$ cat src/rtl/lc3b_ram.sv
// generic synchronous ram, one write port and one registered read port
module lc3b_ram #(
  parameter int Width = 16,
  parameter int Depth = 8
) (
  input  logic                     clk_i,
  input  logic                     we_i,
  input  logic [$clog2(Depth)-1:0] waddr_i,
  input  logic [Width-1:0]         wdata_i,
  input  logic [$clog2(Depth)-1:0] raddr_i,
  output logic [Width-1:0]         rdata_o
);

  logic [Width-1:0] mem_q [Depth];
  logic [Width-1:0] rdata_q;

  // write port
  always_ff @(posedge clk_i) begin
    if (we_i) begin
      mem_q[waddr_i] <= wdata_i;
    end
  end

  // registered read port
  always_ff @(posedge clk_i) begin
    rdata_q <= mem_q[raddr_i];
  end

  assign rdata_o = rdata_q;

endmodule

$ cat config.mk
export PLATFORM = sky130hd
export DESIGN_NAME = lc3b_ram
export DESIGN_NICKNAME = d
export VERILOG_FILES = /design/src/rtl/lc3b_ram.sv
export SDC_FILE = /design/constraint.sdc
export NUM_CORES = 1
export LEC_CHECK = 0
export BUFFER_PORTS_ARGS = -buffer_cell sky130_fd_sc_hd__buf_2
export CAP_MARGIN = 20
export CORE_MARGIN = 2
export CORE_UTILIZATION = 45
export DETAILED_ROUTE_END_ITERATION = 6
export PLACE_DENSITY = 0.73
export SYNTH_ARGS = -nofsm -noshare
export SYNTH_HDL_FRONTEND = slang
export SYNTH_SLANG_ARGS = --single-unit
export TNS_END_PERCENT = 50
$ cat constraint.sdc
create_clock -name clk_i -period 3.1 [get_ports clk_i]
set_input_delay 0.62 -clock clk_i [delete_from_list [all_inputs] [get_ports clk_i]]
set_output_delay 0.62 -clock clk_i [all_outputs]
set_load 0.02 [all_outputs]
# == After elaboration in Yosys (flattened, before gate mapping) ==
# Memories as Yosys holds them, arrays and structs flattened. A register that Yosys moved wholly into a read port is not among the register bits.
# Cells that the tools add are included.
# totals
regBits,0
latch_bits,0
mem_bits_rw,128
romBits,0
inputBits,24
out_inout_bits,16
wordCells,3
memories,1
# op_classes
addsub,0
n_mul,0
div_mod_pow,0
order_cmp,0
n_eq_ne,0
shift,0
mux,2
n_bitwise,0
n_reduce_logical,0
# mem_list
memory,words,width,read_ports,rd_clocked_by_memory_dff,wr,line_no,rtl
mem_q,8,16,1,1,1,14,logic [Width-1:0] mem_q [Depth];
# ops
cell,count
two-way mux 1 bit,2

# == Longest topological paths before layout ==
# logic_depth
depth_word,2
mapped_depth,4
mapped_depth_nobuf,2

# == Least setup slack after synthesis ==
# No wires, ideal clock.
# synth_timing
path_type,input -> register
from,input waddr_i[2]
to,memory mem_q[0][0] (enable)
setup_ns,0.409
arrival_time_ns,1.933
t_required_ns,2.691
slack_ns,0.757
stages,2
n_path_buf,0
path_cell_list,nand2b_1 > nor3_1
# synth_rtl
item,line_no,rtl
from (decl),8,"input logic [$clog2(Depth)-1:0] waddr_i,"
to (decl),14,
# Straight into the memory's write port.

==> impl_table.tex <==
\begin{tabular}{lr}
\hline
Metric & Value \\
\hline
\multicolumn{2}{l}{\textbf{Yosys}} \\
Cell variety after synth & 12 \\
Net count after synthesis & 238 \\
Synth Warn \# & 0 \\
Post-synthesis register bit count & approximately 140 \\
Average cell area after synthesis & 24.7 sq um \\
Sequential element share of the synthesized area & 78.7\% \\
Cell area after synthesis & 5290 sq um \\
Number of instances in the synthesized netlist & 214 \\
\multicolumn{2}{l}{\textbf{Placement}} \\
Number of buffers added on ports & 39 \\
Placed Instances & 396 \\
Worst Setup Slack post-DPL & 1.06 ns \\
Final Wtd Congestion & 0.651 \\
Post-DP HPWL & 4540 um \\
\multicolumn{2}{l}{\textbf{Die}} \\
Chip Height & 112 um \\
Core area & around 11000 sq um \\
I/O Pins & 40 \\
Initial Util & 46.2\% \\
Die X-Extent & between 100 and 150 um \\
Die Area & 12600 sq um \\
Std-Cell Rows & 39 \\
\multicolumn{2}{l}{\textbf{Clock tree}} \\
CTS root buffer & sky130\_fd\_sc\_hd\_\_clkbuf\_16 \\
Setup Fix Bufs, Post-CTS & 0 \\
CTS sink count & 144 \\
Clock buffer count from CTS & 17 \\
Total of hold buffers inserted after clock tree synthesis & 0 \\
Count of cells resized by post-cts repair & 0 \\
Clock-pin transition on the worst setup and hold timing paths & 0.06 ns \\
CTS H-tree depth & 4 \\
Max Root-Sink Buffers & 2 \\
TritonCTS clock tree & yes \\
Latest clock arrival within the worst-skew pair & 0.41 ns \\
\multicolumn{2}{l}{\textbf{Timing}} \\
Setup violation total in the final timing report & 0 \\
Setup repair after global routing missed its margin & false \\
Final setup slack of the worst path & 1.47 ns \\
Setup TNS & 0 ns \\
Highest clock rate & 0.615 GHz \\
Relative slew slack & 48.4\% \\
Worst-margin pin slew & 0.773 ns \\
Pins over their slew limit & 0 \\
Post-Route Skew & 0.00677 ns \\
Clock period minus worst slack & 1.63 ns \\
Total count of hold-check failures in the final report & 0 \\
Share of the clock period used by the worst path after layout & 52.4\% \\
\multicolumn{2}{l}{\textbf{Route}} \\
Number of vias per cell & approximately 5.4 \\
Via count & around 2300 \\
Mean routed wirelength per cell & around 20 um \\
DRC violation count after routing & 0 \\
Residual antenna-violating net count after detailed routing & 0 \\
Routed WL & 8800 um \\
Drt first-iter violations & 161 \\
Drt first pass iters & 4 \\
\multicolumn{2}{l}{\textbf{Global routing}} \\
Wire length of the first global-routing pass & 13400 um \\
Global-route total usage across every layer & 14.9\% \\
Via count of the first global-routing pass & 2396 \\
Remaining global-route overflow & 0 \\
Antenna violations before repair & 0 \\
Largest net degree at the start of global routing & 33 \\
\multicolumn{2}{l}{\textbf{Critical path}} \\
Largest stage delay on the critical path & between 0.5 and 0.6 ns \\
CP Cell Sequence & buf\_2, mux4\_1, mux2\_2 \\
Worst-path fanout max & 32 \\
Critical Setup Path Class & input pin to register \\
Startpoint of the most critical setup path & raddr\_i[2] \\
Critical Path AT & 1.91 ns \\
Slowest CP cell & sky130\_fd\_sc\_hd\_\_buf\_2 \\
Startpoint of the lowest-slack register-to-register path & mem\_q[3][9] \\
Critical Path Sink Type & register \\
Number of buffer and inverter stages on the critical path & 1 \\
Category of the worst setup path launch point & input pin \\
Family with the most delay on the worst path & multiplexers \\
Required time of the worst setup path & between 3 and 4 ns \\
\multicolumn{2}{l}{\textbf{Pwr}} \\
Static leakage power & between 2 and 2.5 nW \\
Power density over the cells & 709 nW/um\^{}2 \\
Peak supply drop & roughly 450 uV \\
\multicolumn{2}{l}{\textbf{Cells and area}} \\
Fraction of layout cells with a size suffix above 1 & 34.4\% \\
Number of nets in the finished design & between 200 and 300 \\
Antenna fix cells & 0 \\
Filler Cells Inserted & about 840 \\
Highest-count cells in the layout ignoring fill and taps & sky130\_fd\_sc\_hd\_\_edfxtp\_1, sky130\_fd\_sc\_hd\_\_buf\_2, sky130\_fd\_sc\_hd\_\_mux4\_1, sky130\_fd\_sc\_hd\_\_clkbuf\_16 \\
Layout Cells excl Fill & 428 \\
Area added between synthesis and finish & 18.9\% \\
Leading cell type in the layout, fill and taps excluded & sky130\_fd\_sc\_hd\_\_edfxtp\_1 \\
\multicolumn{2}{l}{\textbf{Flow run}} \\
Number of maximum-capacitance constraint violations & 0 \\
\multicolumn{2}{l}{\textbf{Run status}} \\
Outcome & finished clean \\
\multicolumn{2}{l}{\textbf{Worst hold path}} \\
Hold Crit Start & wdata\_i[5] \\
Class of the worst hold path & input pin to register \\
\hline
\end{tabular}
[power by group]
group          internal [W]  switching (W)  total [W]  leakage (nW)
combinational     0.0000998       0.000122   0.000222         0.612
clock               0.00131       0.000722    0.00203         0.284
sequential          0.00219      0.0000177    0.00221          1.30
[metrics by stage]
| step | utilization (%) | total power (W) | instance area [sq um] | hold slack (ns) |
|---|---|---|---|---|
| floorplan | - | 0.00239 | 5290 | 0.641 |
| global placement | 49.6 | 0.00247 | 5690 | 0.647 |
| detailed placement | 49.6 | 0.00248 | 5690 | 0.660 |
| CTS | 54.9 | 0.00450 | 6290 | 0.463 |
| global route | 54.9 | 0.00460 | 6290 | 0.473 |
| finish | 54.9 | 0.00446 | 6290 | 0.476 |
[synth_stat cells]
library cell,count,area share (%)
sky130_fd_sc_hd__nor3_1,2,0.19
sky130_fd_sc_hd__nand2_1,2,0.14
sky130_fd_sc_hd__mux4_1,28,14
sky130_fd_sc_hd__nor2_1,6,0.43
sky130_fd_sc_hd__mux2_2,16,3.4
sky130_fd_sc_hd__buf_6,4,0.85
sky130_fd_sc_hd__buf_1,4,0.28
sky130_fd_sc_hd__edfxtp_1,128,73
sky130_fd_sc_hd__dfxtp_1,16,6.1
sky130_fd_sc_hd__clkbuf_2,1,0.094
sky130_fd_sc_hd__mux4_2,4,1.7
sky130_fd_sc_hd__nand2b_1,3,0.35
[sequential cells by signal, summed over array words and instances, names as in the netlist]
register and cells:
rdata_o 16, mem_q 128
[worst reg2reg max path: stages, from the launching register on]
cell	delay, ns
sky130_fd_sc_hd__edfxtp_1	0.36
sky130_fd_sc_hd__mux4_1	0.53
sky130_fd_sc_hd__mux2_2	0.28
[metal layers]
layer  vias up  wire length [um]  global-route usage [%]
met5         -                 0                       0
met4         0                37                    4.39
met3         6               455                    5.67
met2        62              4580                    24.4
met1      1214              3740                    18.8
li1       1037                 -                       -
[logic make-up after synthesis]
logic type             share of synthesized area (%)
AND/OR/NAND/NOR                                 1.11
flip-flops                                      78.7
multiplexers                                    19.0
buffers and inverters                           1.23
[area by class of cell]
cell class / count / area (sq um) / share of cell area (%)
Clock inverter: 9 / 131 / 2.09
Timing Repair Buffer: 48 / 275 / 4.37
Tap cell: 143 / 179 / 2.84
Multi-Input combinational cell: 61 / 1070 / 17.1
Sequential cell: 144 / 4160 / 66.2
Clock buffer: 23 / 468 / 7.44
[final timing paths]
check | end | slack, ns | cells after the start
worst min-delay path | mem_q[7][5] | 0.48 | 1
worst max register to register | rdata_o[9] | 1.82 | 2
worst min register to register | rdata_o[4] | 0.67 | 2
worst max-delay path | rdata_o[1] | 1.47 | 3
Note: power is estimated with default switching activity, not from simulation.
